$ cat config.mk
export PLATFORM = sky130hd
export DESIGN_NAME = sliding_window_max_filter
export DESIGN_NICKNAME = d
export VERILOG_FILES = /design/src/rtl/swmf_pkg.sv /design/src/rtl/swmf_front.sv /design/src/rtl/swmf_back.sv /design/src/rtl/sliding_window_max_filter.sv
export SDC_FILE = /design/constraint.sdc
export NUM_CORES = 2
export LEC_CHECK = 0
export BUFFER_PORTS_ARGS = -buffer_cell sky130_fd_sc_hd__buf_2
export CAP_MARGIN = 20
export CELL_PAD_IN_SITES_DETAIL_PLACEMENT = 0
export CELL_PAD_IN_SITES_GLOBAL_PLACEMENT = 1
export CORE_ASPECT_RATIO = 1.75
export CORE_MARGIN = 2
export CORE_UTILIZATION = 58
export DETAILED_ROUTE_END_ITERATION = 6
export PLACE_DENSITY = 0.84
export SYNTH_ARGS = -nofsm -noshare
export SYNTH_HDL_FRONTEND = slang
export SYNTH_SLANG_ARGS = --single-unit
export TNS_END_PERCENT = 5
$ cat constraint.sdc
create_clock -name clk -period 8.4 [get_ports clk]
set_input_delay 0.42 -clock clk [delete_from_list [all_inputs] [get_ports clk]]
set_output_delay 0.42 -clock clk [all_outputs]
set_load 0.02 [all_outputs]
$ cat src/rtl/swmf_pkg.sv
// Shared types, constants and the engine state encoding for the sliding-window maximum filter.
package swmf_pkg;

    localparam int WINDOW_MAX   = 64;
    localparam int SAMPLE_WIDTH = 32;

    // Deque slot index, entry position (modulo 2*WINDOW_MAX) and entry count widths
    localparam int SLOT_W = $clog2(WINDOW_MAX);
    localparam int POS_W  = $clog2(2 * WINDOW_MAX);
    localparam int CNT_W  = $clog2(WINDOW_MAX + 1);
    localparam int CFG_W  = 7;

    // Front queue between input channel and deque engine
    localparam int QUEUE_DEPTH = 4;
    localparam int QPTR_W      = $clog2(QUEUE_DEPTH);
    localparam int QFILL_W     = QPTR_W + 1;

    typedef struct packed {
        logic signed [SAMPLE_WIDTH-1:0] sample;
        logic                           last_in;
    } sample_beat_t;

    typedef struct packed {
        logic signed [SAMPLE_WIDTH-1:0] window_max;
        logic                           last_out;
    } result_beat_t;

    // Oldest queued beat as seen by the engine
    typedef struct packed {
        logic         valid;
        sample_beat_t beat;
    } queue_head_t;

    // One deque entry as stored in the engine memory
    typedef struct packed {
        logic signed [SAMPLE_WIDTH-1:0] value;
        logic [POS_W-1:0]               position;
    } entry_t;

    typedef enum logic [2:0] {
        ST_IDLE,
        ST_EXPIRE,
        ST_EXPIRE_CHK,
        ST_TAIL,
        ST_TAIL_CHK,
        ST_APPEND,
        ST_EMIT
    } engine_state_t;

endpackage

$ cat src/rtl/swmf_front.sv
// Input side: accepts sample beats and holds them in a short queue for the deque engine.
module swmf_front
    import swmf_pkg::*;
(
    input  logic         clk,
    input  logic         rst_n,
    input  logic         sample_valid,
    output logic         sample_stall,
    input  sample_beat_t sample_data,
    input  logic         pop,
    output queue_head_t  head
);

    sample_beat_t        slot_reg [QUEUE_DEPTH];
    logic [QPTR_W-1:0]   wr_ptr_reg;
    logic [QPTR_W-1:0]   wr_ptr_next;
    logic [QPTR_W-1:0]   rd_ptr_reg;
    logic [QPTR_W-1:0]   rd_ptr_next;
    logic [QFILL_W-1:0]  fill_reg;
    logic [QFILL_W-1:0]  fill_next;
    logic                push;
    logic                pull;

    assign sample_stall = (fill_reg == QFILL_W'(QUEUE_DEPTH));
    assign push         = sample_valid && !sample_stall;
    assign pull         = pop && (fill_reg != '0);

    assign head.valid = (fill_reg != '0);
    assign head.beat  = slot_reg[rd_ptr_reg];

    always_comb
    begin
        wr_ptr_next = push ? wr_ptr_reg + 1'b1 : wr_ptr_reg;
        rd_ptr_next = pull ? rd_ptr_reg + 1'b1 : rd_ptr_reg;
        unique case ({push, pull})
            2'b10:   fill_next = fill_reg + 1'b1;
            2'b01:   fill_next = fill_reg - 1'b1;
            default: fill_next = fill_reg;
        endcase
    end

    always_ff @(posedge clk or negedge rst_n)
    begin
        if (!rst_n)
        begin
            wr_ptr_reg <= '0;
            rd_ptr_reg <= '0;
            fill_reg   <= '0;
        end
        else
        begin
            wr_ptr_reg <= wr_ptr_next;
            rd_ptr_reg <= rd_ptr_next;
            fill_reg   <= fill_next;
        end
    end

    always_ff @(posedge clk)
    begin
        if (push)
        begin
            slot_reg[wr_ptr_reg] <= sample_data;
        end
    end

    // Queue never overflows or underflows
    a_fill_bound: assert property (@(posedge clk) disable iff (!rst_n)
        fill_reg <= QFILL_W'(QUEUE_DEPTH))
        else $error("front queue fill out of range");

    a_fill_track: assert property (@(posedge clk) disable iff (!rst_n)
        (push && !pull) |=> (fill_reg == $past(fill_reg) + 1'b1))
        else $error("front queue fill did not advance on push");

    a_pull_nonempty: assert property (@(posedge clk) disable iff (!rst_n)
        pop |-> head.valid)
        else $error("engine popped an empty queue");

endmodule

$ cat src/rtl/swmf_back.sv
// Deque engine: window register, deque memory, expire/drop/append sequencer and result register.
module swmf_back
    import swmf_pkg::*;
(
    input  logic               clk,
    input  logic               rst_n,
    input  logic               window_size_we,
    input  logic [CFG_W-1:0]   window_size_wdata,
    input  queue_head_t        head,
    output logic               pop,
    output logic               result_valid,
    input  logic               result_stall,
    output result_beat_t       result_data
);

    entry_t               mem [WINDOW_MAX];
    entry_t               rd_data_reg;
    logic                 rd_en;
    logic [SLOT_W-1:0]    rd_addr;
    logic                 wr_en;

    engine_state_t        state_reg, state_next;
    logic [CFG_W-1:0]     window_size_reg;
    logic [CNT_W-1:0]     k_eff;
    logic [CNT_W-1:0]     k_reg, k_next;
    logic [SLOT_W-1:0]    head_reg, head_next;
    logic [CNT_W-1:0]     count_reg, count_next;
    logic [POS_W-1:0]     pos_reg, pos_next;
    logic [CNT_W-1:0]     seen_reg, seen_next;
    logic                 emit_reg, emit_next;
    logic                 front_new_reg, front_new_next;
    logic                 out_valid_reg, out_valid_next;
    sample_beat_t         cur_reg, cur_next;
    result_beat_t         out_data_reg, out_data_next;

    logic [CNT_W-1:0]     tail_sum;
    logic [CNT_W-1:0]     last_sum;
    logic [POS_W-1:0]     age;

    assign result_valid = out_valid_reg;
    assign result_data  = out_data_reg;

    // Clamp the window length into 1..WINDOW_MAX
    always_comb
    begin
        if (window_size_reg == '0)
            k_eff = CNT_W'(1);
        else if (CNT_W'(window_size_reg) > CNT_W'(WINDOW_MAX))
            k_eff = CNT_W'(WINDOW_MAX);
        else
            k_eff = CNT_W'(window_size_reg);
    end

    assign tail_sum = CNT_W'(head_reg) + count_reg;
    assign last_sum = tail_sum - 1'b1;
    assign age      = pos_reg - rd_data_reg.position;

    always_comb
    begin
        state_next     = state_reg;
        k_next         = k_reg;
        head_next      = head_reg;
        count_next     = count_reg;
        pos_next       = pos_reg;
        seen_next      = seen_reg;
        emit_next      = emit_reg;
        front_new_next = front_new_reg;
        cur_next       = cur_reg;
        out_valid_next = out_valid_reg && result_stall;
        out_data_next  = out_data_reg;
        pop            = 1'b0;
        rd_en          = 1'b0;
        rd_addr        = head_reg;
        wr_en          = 1'b0;

        unique case (state_reg)
            ST_IDLE:
            begin
                if (head.valid)
                begin
                    pop        = 1'b1;
                    cur_next   = head.beat;
                    k_next     = k_eff;
                    state_next = ST_EXPIRE;
                end
            end
            ST_EXPIRE:
            begin
                if (count_reg == '0)
                    state_next = ST_TAIL;
                else
                begin
                    rd_en      = 1'b1;
                    rd_addr    = head_reg;
                    state_next = ST_EXPIRE_CHK;
                end
            end
            ST_EXPIRE_CHK:
            begin
                if (CNT_W'(age) >= k_reg)
                begin
                    head_next  = head_reg + 1'b1;
                    count_next = count_reg - 1'b1;
                    state_next = ST_EXPIRE;
                end
                else
                    state_next = ST_TAIL;
            end
            ST_TAIL:
            begin
                if (count_reg == '0)
                    state_next = ST_APPEND;
                else
                begin
                    rd_en      = 1'b1;
                    rd_addr    = last_sum[SLOT_W-1:0];
                    state_next = ST_TAIL_CHK;
                end
            end
            ST_TAIL_CHK:
            begin
                if ($signed(rd_data_reg.value) <= $signed(cur_reg.sample))
                begin
                    count_next = count_reg - 1'b1;
                    state_next = ST_TAIL;
                end
                else
                    state_next = ST_APPEND;
            end
            ST_APPEND:
            begin
                if (count_reg < CNT_W'(WINDOW_MAX))
                begin
                    wr_en      = 1'b1;
                    count_next = count_reg + 1'b1;
                end
                front_new_next = (count_reg == '0);
                rd_en          = 1'b1;
                rd_addr        = head_reg;
                pos_next       = pos_reg + 1'b1;
                seen_next      = (seen_reg < k_reg) ? seen_reg + 1'b1 : k_reg;
                emit_next      = (seen_next == k_reg);
                state_next     = ST_EMIT;
            end
            ST_EMIT:
            begin
                if (!emit_reg || !out_valid_reg || !result_stall)
                begin
                    if (emit_reg)
                    begin
                        out_valid_next           = 1'b1;
                        out_data_next.window_max = front_new_reg ? cur_reg.sample
                                                                 : rd_data_reg.value;
                        out_data_next.last_out   = cur_reg.last_in;
                    end
                    if (cur_reg.last_in)
                    begin
                        head_next  = '0;
                        count_next = '0;
                        pos_next   = '0;
                        seen_next  = '0;
                    end
                    state_next = ST_IDLE;
                end
            end
            default:
            begin
                state_next = ST_IDLE;
            end
        endcase
    end

    always_ff @(posedge clk or negedge rst_n)
    begin
        if (!rst_n)
        begin
            state_reg       <= ST_IDLE;
            window_size_reg <= CFG_W'(1);
            k_reg           <= CNT_W'(1);
            head_reg        <= '0;
            count_reg       <= '0;
            pos_reg         <= '0;
            seen_reg        <= '0;
            emit_reg        <= 1'b0;
            front_new_reg   <= 1'b0;
            out_valid_reg   <= 1'b0;
        end
        else
        begin
            state_reg     <= state_next;
            if (window_size_we)
                window_size_reg <= window_size_wdata;
            k_reg         <= k_next;
            head_reg      <= head_next;
            count_reg     <= count_next;
            pos_reg       <= pos_next;
            seen_reg      <= seen_next;
            emit_reg      <= emit_next;
            front_new_reg <= front_new_next;
            out_valid_reg <= out_valid_next;
        end
    end

    always_ff @(posedge clk)
    begin
        cur_reg      <= cur_next;
        out_data_reg <= out_data_next;
    end

    // Deque memory: one write port, one registered read port
    always_ff @(posedge clk)
    begin
        if (wr_en)
        begin
            mem[tail_sum[SLOT_W-1:0]] <= '{value: cur_reg.sample, position: pos_reg};
        end
        if (rd_en)
        begin
            rd_data_reg <= mem[rd_addr];
        end
    end

    a_count_bound: assert property (@(posedge clk) disable iff (!rst_n)
        count_reg <= CNT_W'(WINDOW_MAX))
        else $error("deque count above capacity");

    a_seen_bound: assert property (@(posedge clk) disable iff (!rst_n)
        (state_reg == ST_EMIT) |-> (seen_reg <= k_reg))
        else $error("samples seen above window length");

    a_pop_idle: assert property (@(posedge clk) disable iff (!rst_n)
        pop |-> (state_reg == ST_IDLE))
        else $error("queue popped while engine busy");

    a_append_emit: assert property (@(posedge clk) disable iff (!rst_n)
        (state_reg == ST_APPEND) |=> (state_reg == ST_EMIT))
        else $error("append not followed by emit");

endmodule

$ cat src/rtl/sliding_window_max_filter.sv
// Top level of the sliding-window maximum filter: front queue plus deque engine.
//
//  Channel   Signals                                     Direction  Beat
//  sample    sample_valid / sample_stall / sample_data   in         sample_beat_t
//  result    result_valid / result_stall / result_data   out        result_beat_t
//  config    window_size_we / window_size_wdata          in         7-bit window length
//
//  Per sample the engine pops a beat, expires old entries from the front, drops entries
//  not above the sample from the back, appends the sample and emits the front value; each
//  entry checked at either end is read through the deque memory's one registered read
//  port. Every entry is dropped at most once.
//  Reset clears the queue, the deque pointers and counters, and sets window_size to 1;
//  the deque memory needs no clearing since only live entries are ever used.
//  The front queue keeps accepting beats while the engine works or while a result is
//  stalled in the output register; sample_stall rises only when the queue is full.
module sliding_window_max_filter
    import swmf_pkg::*;
(
    input  logic             clk,
    input  logic             rst_n,
    input  logic             window_size_we,
    input  logic [CFG_W-1:0] window_size_wdata,
    input  logic             sample_valid,
    output logic             sample_stall,
    input  sample_beat_t     sample_data,
    output logic             result_valid,
    input  logic             result_stall,
    output result_beat_t     result_data
);

    // Oldest queued beat and the engine's request to take it
    queue_head_t queue_head;
    logic        queue_pop;

    // Front: accept sample beats and hold them until the engine is free
    swmf_front u_front (
        .clk          (clk),
        .rst_n        (rst_n),
        .sample_valid (sample_valid),
        .sample_stall (sample_stall),
        .sample_data  (sample_data),
        .pop          (queue_pop),
        .head         (queue_head)
    );

    // Back: expire old entries, drop those not above the new sample, append, and emit the front value
    swmf_back u_back (
        .clk               (clk),
        .rst_n             (rst_n),
        .window_size_we    (window_size_we),
        .window_size_wdata (window_size_wdata),
        .head              (queue_head),
        .pop               (queue_pop),
        .result_valid      (result_valid),
        .result_stall      (result_stall),
        .result_data       (result_data)
    );

endmodule

==> flow_summary_export.csv <==
group,metric,value,unit
worst_setup_path,critPathLaunchType,"flip-flop",
power_and_ir_drop,p_seq_share,58.2,%
placed_design,placed_area,115300,um^2
yosys,synth_top_area_share,73.48,%
yosys,avgSynthCellArea,14.69,um^2
power_and_ir_drop,sw_frac_of_total,19.30,%
worst_hold_path,whs_endpoint,"u_front.wr_ptr_reg[1]$_DFFE_PN0P_",
yosys,netlist_instances,7603,
power_and_ir_drop,ir_drop,0.2683,mV
sta,finalCritPeriodShare,64.05,%
sta,setup_ws,3020,ps
routing,via_per_inst,6.517,
worst_setup_path,path_cells,"ha_1 -> inv_1 -> fa_1 -> ha_1 -> nand2_1 -> o21a_4 -> buf_4 -> buf_4 -> mux2i_1 -> o22ai_1 -> nor4b_1 -> a2111o_1",
global_route,grt_pass1_vias,66830,
worst_setup_path,rr_startpoint,"u_back.head_reg[0]$_DFFE_PN0P_",
worst_setup_path,cp_max_fo,47,
placed_design,port_buffers,79,
routing,wl,318100,um
sta,slew_viol_final,0,
worst_setup_path,cp.required,9150,ps
placed_design,dp_slack,3117,ps
placed_design,dpl.hpwl,171800,um
yosys,synth_top_area_cell,"edfxtp_1",
yosys,synth_fa_ha_area_share,0.8782,%
worst_setup_path,critPathMaxStageDelay,790,ps
yosys,synthArstFlopShare,1.938,%
yosys,yosysWarnings,0,
yosys,synthMuxAreaShare,7.553,%
yosys,synth_compound_area_share,3.490,%
sta,fmax,0.1859,GHz
clock_tree,clock_path_buffers,4,
routing,drt_iter0_markers,9141,
sta,hold_viol,0,
clock_tree,cts_max_level,4,
clock_tree,worstSkewPairLatency,900,ps
die,die_h,584.5,um
worst_hold_path,hp-class,"input pin to flip-flop",
sta,rsz0062_at_grt,"no",
sta,hold-worst-slack,102.2,ps
clock_tree,cts-root-buf,"clkbuf_16",
power_and_ir_drop,clkPwrFrac,40.9,%
flow_run,cap_viol_max_count,0,
cells_and_area,finalNonFillerCells,10380,
placed_design,dp.cells,9899,
clock_tree,cts-buffers-inserted,230,
worst_setup_path,critPathSlowestCell,"o21a_4",
yosys,ys_seq_area_share,74.69,%
yosys,synth_area,111700,um^2
worst_hold_path,hp-start,"sample_valid",
global_route,antenna_found_initial,13,
worst_setup_path,reg2reg_depth,12,
power_and_ir_drop,comb_power_share,0.9,%
cells_and_area,stdcell_area,123300,um^2
yosys,synth_xor_area_share,0.4066,%
cells_and_area,largest_reg_flops,2496,
yosys,synth_edf_count,2733,
worst_setup_path,rrSetupSlack,3020,ps
global_route,grt_max_degree,189,
worst_hold_path,hold_depth,4,
sta,setup-violations-final,0,
routing,dr.pass1.iters,6,
cells_and_area,area_growth,10.36,%
die,num_rows,213,
routing,vias,67620,
power_and_ir_drop,cellPowerDensity,212.3,nW/um^2
yosys,syn_nets,7724,
yosys,ys.flop_type,"edfxtp_1",
yosys,synth-simple-area-share,10.81,%
cells_and_area,fillers,13390,
yosys,ys_ff_latch,2787,
sta,worst_slew_pin_slew,1343,ps
clock_tree,cts_tree,"done",
routing,post_drt_wl_per_cell,30.65,um
worst_setup_path,r2r-end,"u_back.rd_data_reg[31]$_DFFE_PP_",
die,die-area,196200,um^2
die,core_area,191900,um^2
global_route,track_usage,32.15,%
cells_and_area,nets,7841,
yosys,synth_area_leaders,"edfxtp_1, mux2i_1, nand2_1",
yosys,synth_cell_types,67,
sta,skew,57.55,ps
worst_setup_path,end_kind,"flip-flop",
global_route,grt_overflow,0,
die,io_pins,80,
sta,fin_tns_setup,0,ps
worst_setup_path,arrival,6130,ps
clock_tree,cts.repair.resized,0,
global_route,grt_pass1_wl,452400,um
placed_design,gp_congestion,0.8571,
power_and_ir_drop,power.switching,5.050,mW
yosys,synth_top_family_by_area,"simple AND/OR/NAND/NOR gates",
sta,slew_headroom,9.631,%
power_and_ir_drop,p_leak,42.78,nW
die,initial_core_util,58.21,%
cells_and_area,final_layout_size_suffix_gt1_share,9.901,%
routing,drcViolationCount,0,
worst_setup_path,critPathKind,"flip-flop to flip-flop",
sta,layout_min_cycle_time,5380,ps
die,die_x,335.7,um
clock_tree,clkSinkCount,2787,
run_status,outcome,"finished clean",
routing,ant_nets,0,
clock_tree,clk_pin_slew,70,ps
power_and_ir_drop,p_int,21.12,mW
-- kinds of logic after synthesis --
logic type      count (synthesis)
simple gates                 2732
compound gates                648
buf+inv                       519
mux                           794
flops                        2787
fa+ha+maj                      76
xor+xnor                       47
-- worst max path at each step --
stage,slack (ps),startpoint,to
4_1_cts,3080,u_back.state_reg[2]$_DFFE_PN0P_,u_back.rd_data_reg[26]$_DFFE_PP_
5_1_grt,2890,u_back.head_reg[0]$_DFFE_PN0P_,u_back.rd_data_reg[31]$_DFFE_PP_
3_5_place_dp,3120,u_back.state_reg[2]$_DFFE_PN0P_,u_back.rd_data_reg[26]$_DFFE_PP_
2_1_floorplan,4170,u_back.count_reg[0]$_DFFE_PN0P_,u_back.mem[41][0]$_DFFE_PP_
3_3_place_gp,3010,u_back.state_reg[2]$_DFFE_PN0P_,u_back.rd_data_reg[26]$_DFFE_PP_
6_report,3020,u_back.head_reg[0]$_DFFE_PN0P_,u_back.rd_data_reg[31]$_DFFE_PP_
-- synthesized netlist by cell type (all sizes together), types with 5 or more instances --
cell	number
mux2i	720
nand4	17
mux4	33
and2	7
a31oi	7
ha	72
o21ai	20
nand3b	7
xnor2	29
a32oi	15
a2111o	34
a21boi	5
nor3	10
a21oi	383
nand3	801
a21o	24
or3	5
inv	76
xor2	16
nor4b	79
and3	7
nor2b	7
o21bai	7
nor4	70
nor2	104
o21a	5
edfxtp	2733
o221ai	6
dfrtp	52
o22ai	116
mux2	41
clkbuf	148
nand2	1603
or4	6
buf	295
-- cell type report --
type	count	area [um^2]	area share, %
flip-flops and latches	2787	83430	67.68
multi-input cells	4297	26470	21.48
clock buffers	271	5931	4.811
well taps	2472	3093	2.509
repair buffers	328	2664	2.161
clock inverters	139	1373	1.113
inverters	76	285.3	0.2314
diodes	6	15.01	0.01218
-- metal layers --
| metal | vias to the layer above | global-route usage [%] | routed length, um |
|---|---|---|---|
| met3 | 1003 | 5.779 | 31650 |
| met5 | - | 0 | 50 |
| met4 | 8 | 18.47 | 20950 |
| met1 | 33860 | 39.16 | 107600 |
| met2 | 4136 | 54.09 | 157800 |
| li1 | 28620 | - | - |
-- placed cells by master, fill, tap and decap left out, types with 9 or more instances in the layout --
cell and count:
a2111o_1 34, a21o_1 24, a21oi_1 381, a32oi_1 15, buf_12 22, buf_2 91, buf_4 163, bufinv_16 26
clkbuf_1 40, clkbuf_16 231, clkinv_1 45, clkinv_2 41, clkinvlp_4 15, dfrtp_1 44, dlygate4sd3_1 49, edfxtp_1 2733
ha_1 72, inv_1 75, mux2_2 40, mux2i_1 718, mux4_2 33, nand2_1 1598, nand3_1 801, nand4_1 17
nor2_1 36, nor2_4 64, nor3_1 9, nor4_1 69, nor4b_1 78, o21ai_0 18, o22ai_1 116, xnor2_1 28
xor2_1 15
-- timing repair --
action | 4_1_cts | 5_1_grt
hold buffers | 49 | 0
buffers inserted | 0 | 0
setup endpoints to repair | 0 | 0
hold endpoints to repair | 192 | 0
-- worst max-delay path, delay by kind of cell (launching register included) --
kind	cells	cell delay (ps)
buf+inv	3	1430
fa+ha+maj	3	1100
compound gates	3	1090
simple gates	2	820
flops	1	460
mux	1	250
-- stage by stage --
stage          total power, mW  utilization (%)
2_1_floorplan            15.65                -
3_3_place_gp             15.73            60.07
3_5_place_dp             15.75            60.10
4_1_cts                  26.19            64.16
5_1_grt                  26.69            64.23
6_report                 26.17            64.24
-- power groups by stage --
stage                     Combinational, mW  Clock [mW]  Sequential (mW)
after floorplan                       0.130           0             15.5
after global placement                0.204           0             15.5
after detailed placement              0.213           0             15.5
after CTS                             0.238        10.7             15.2
after global routing                  0.257        11.2             15.2
final                                 0.236        10.7             15.2
Power figures use the tool's default switching activity.
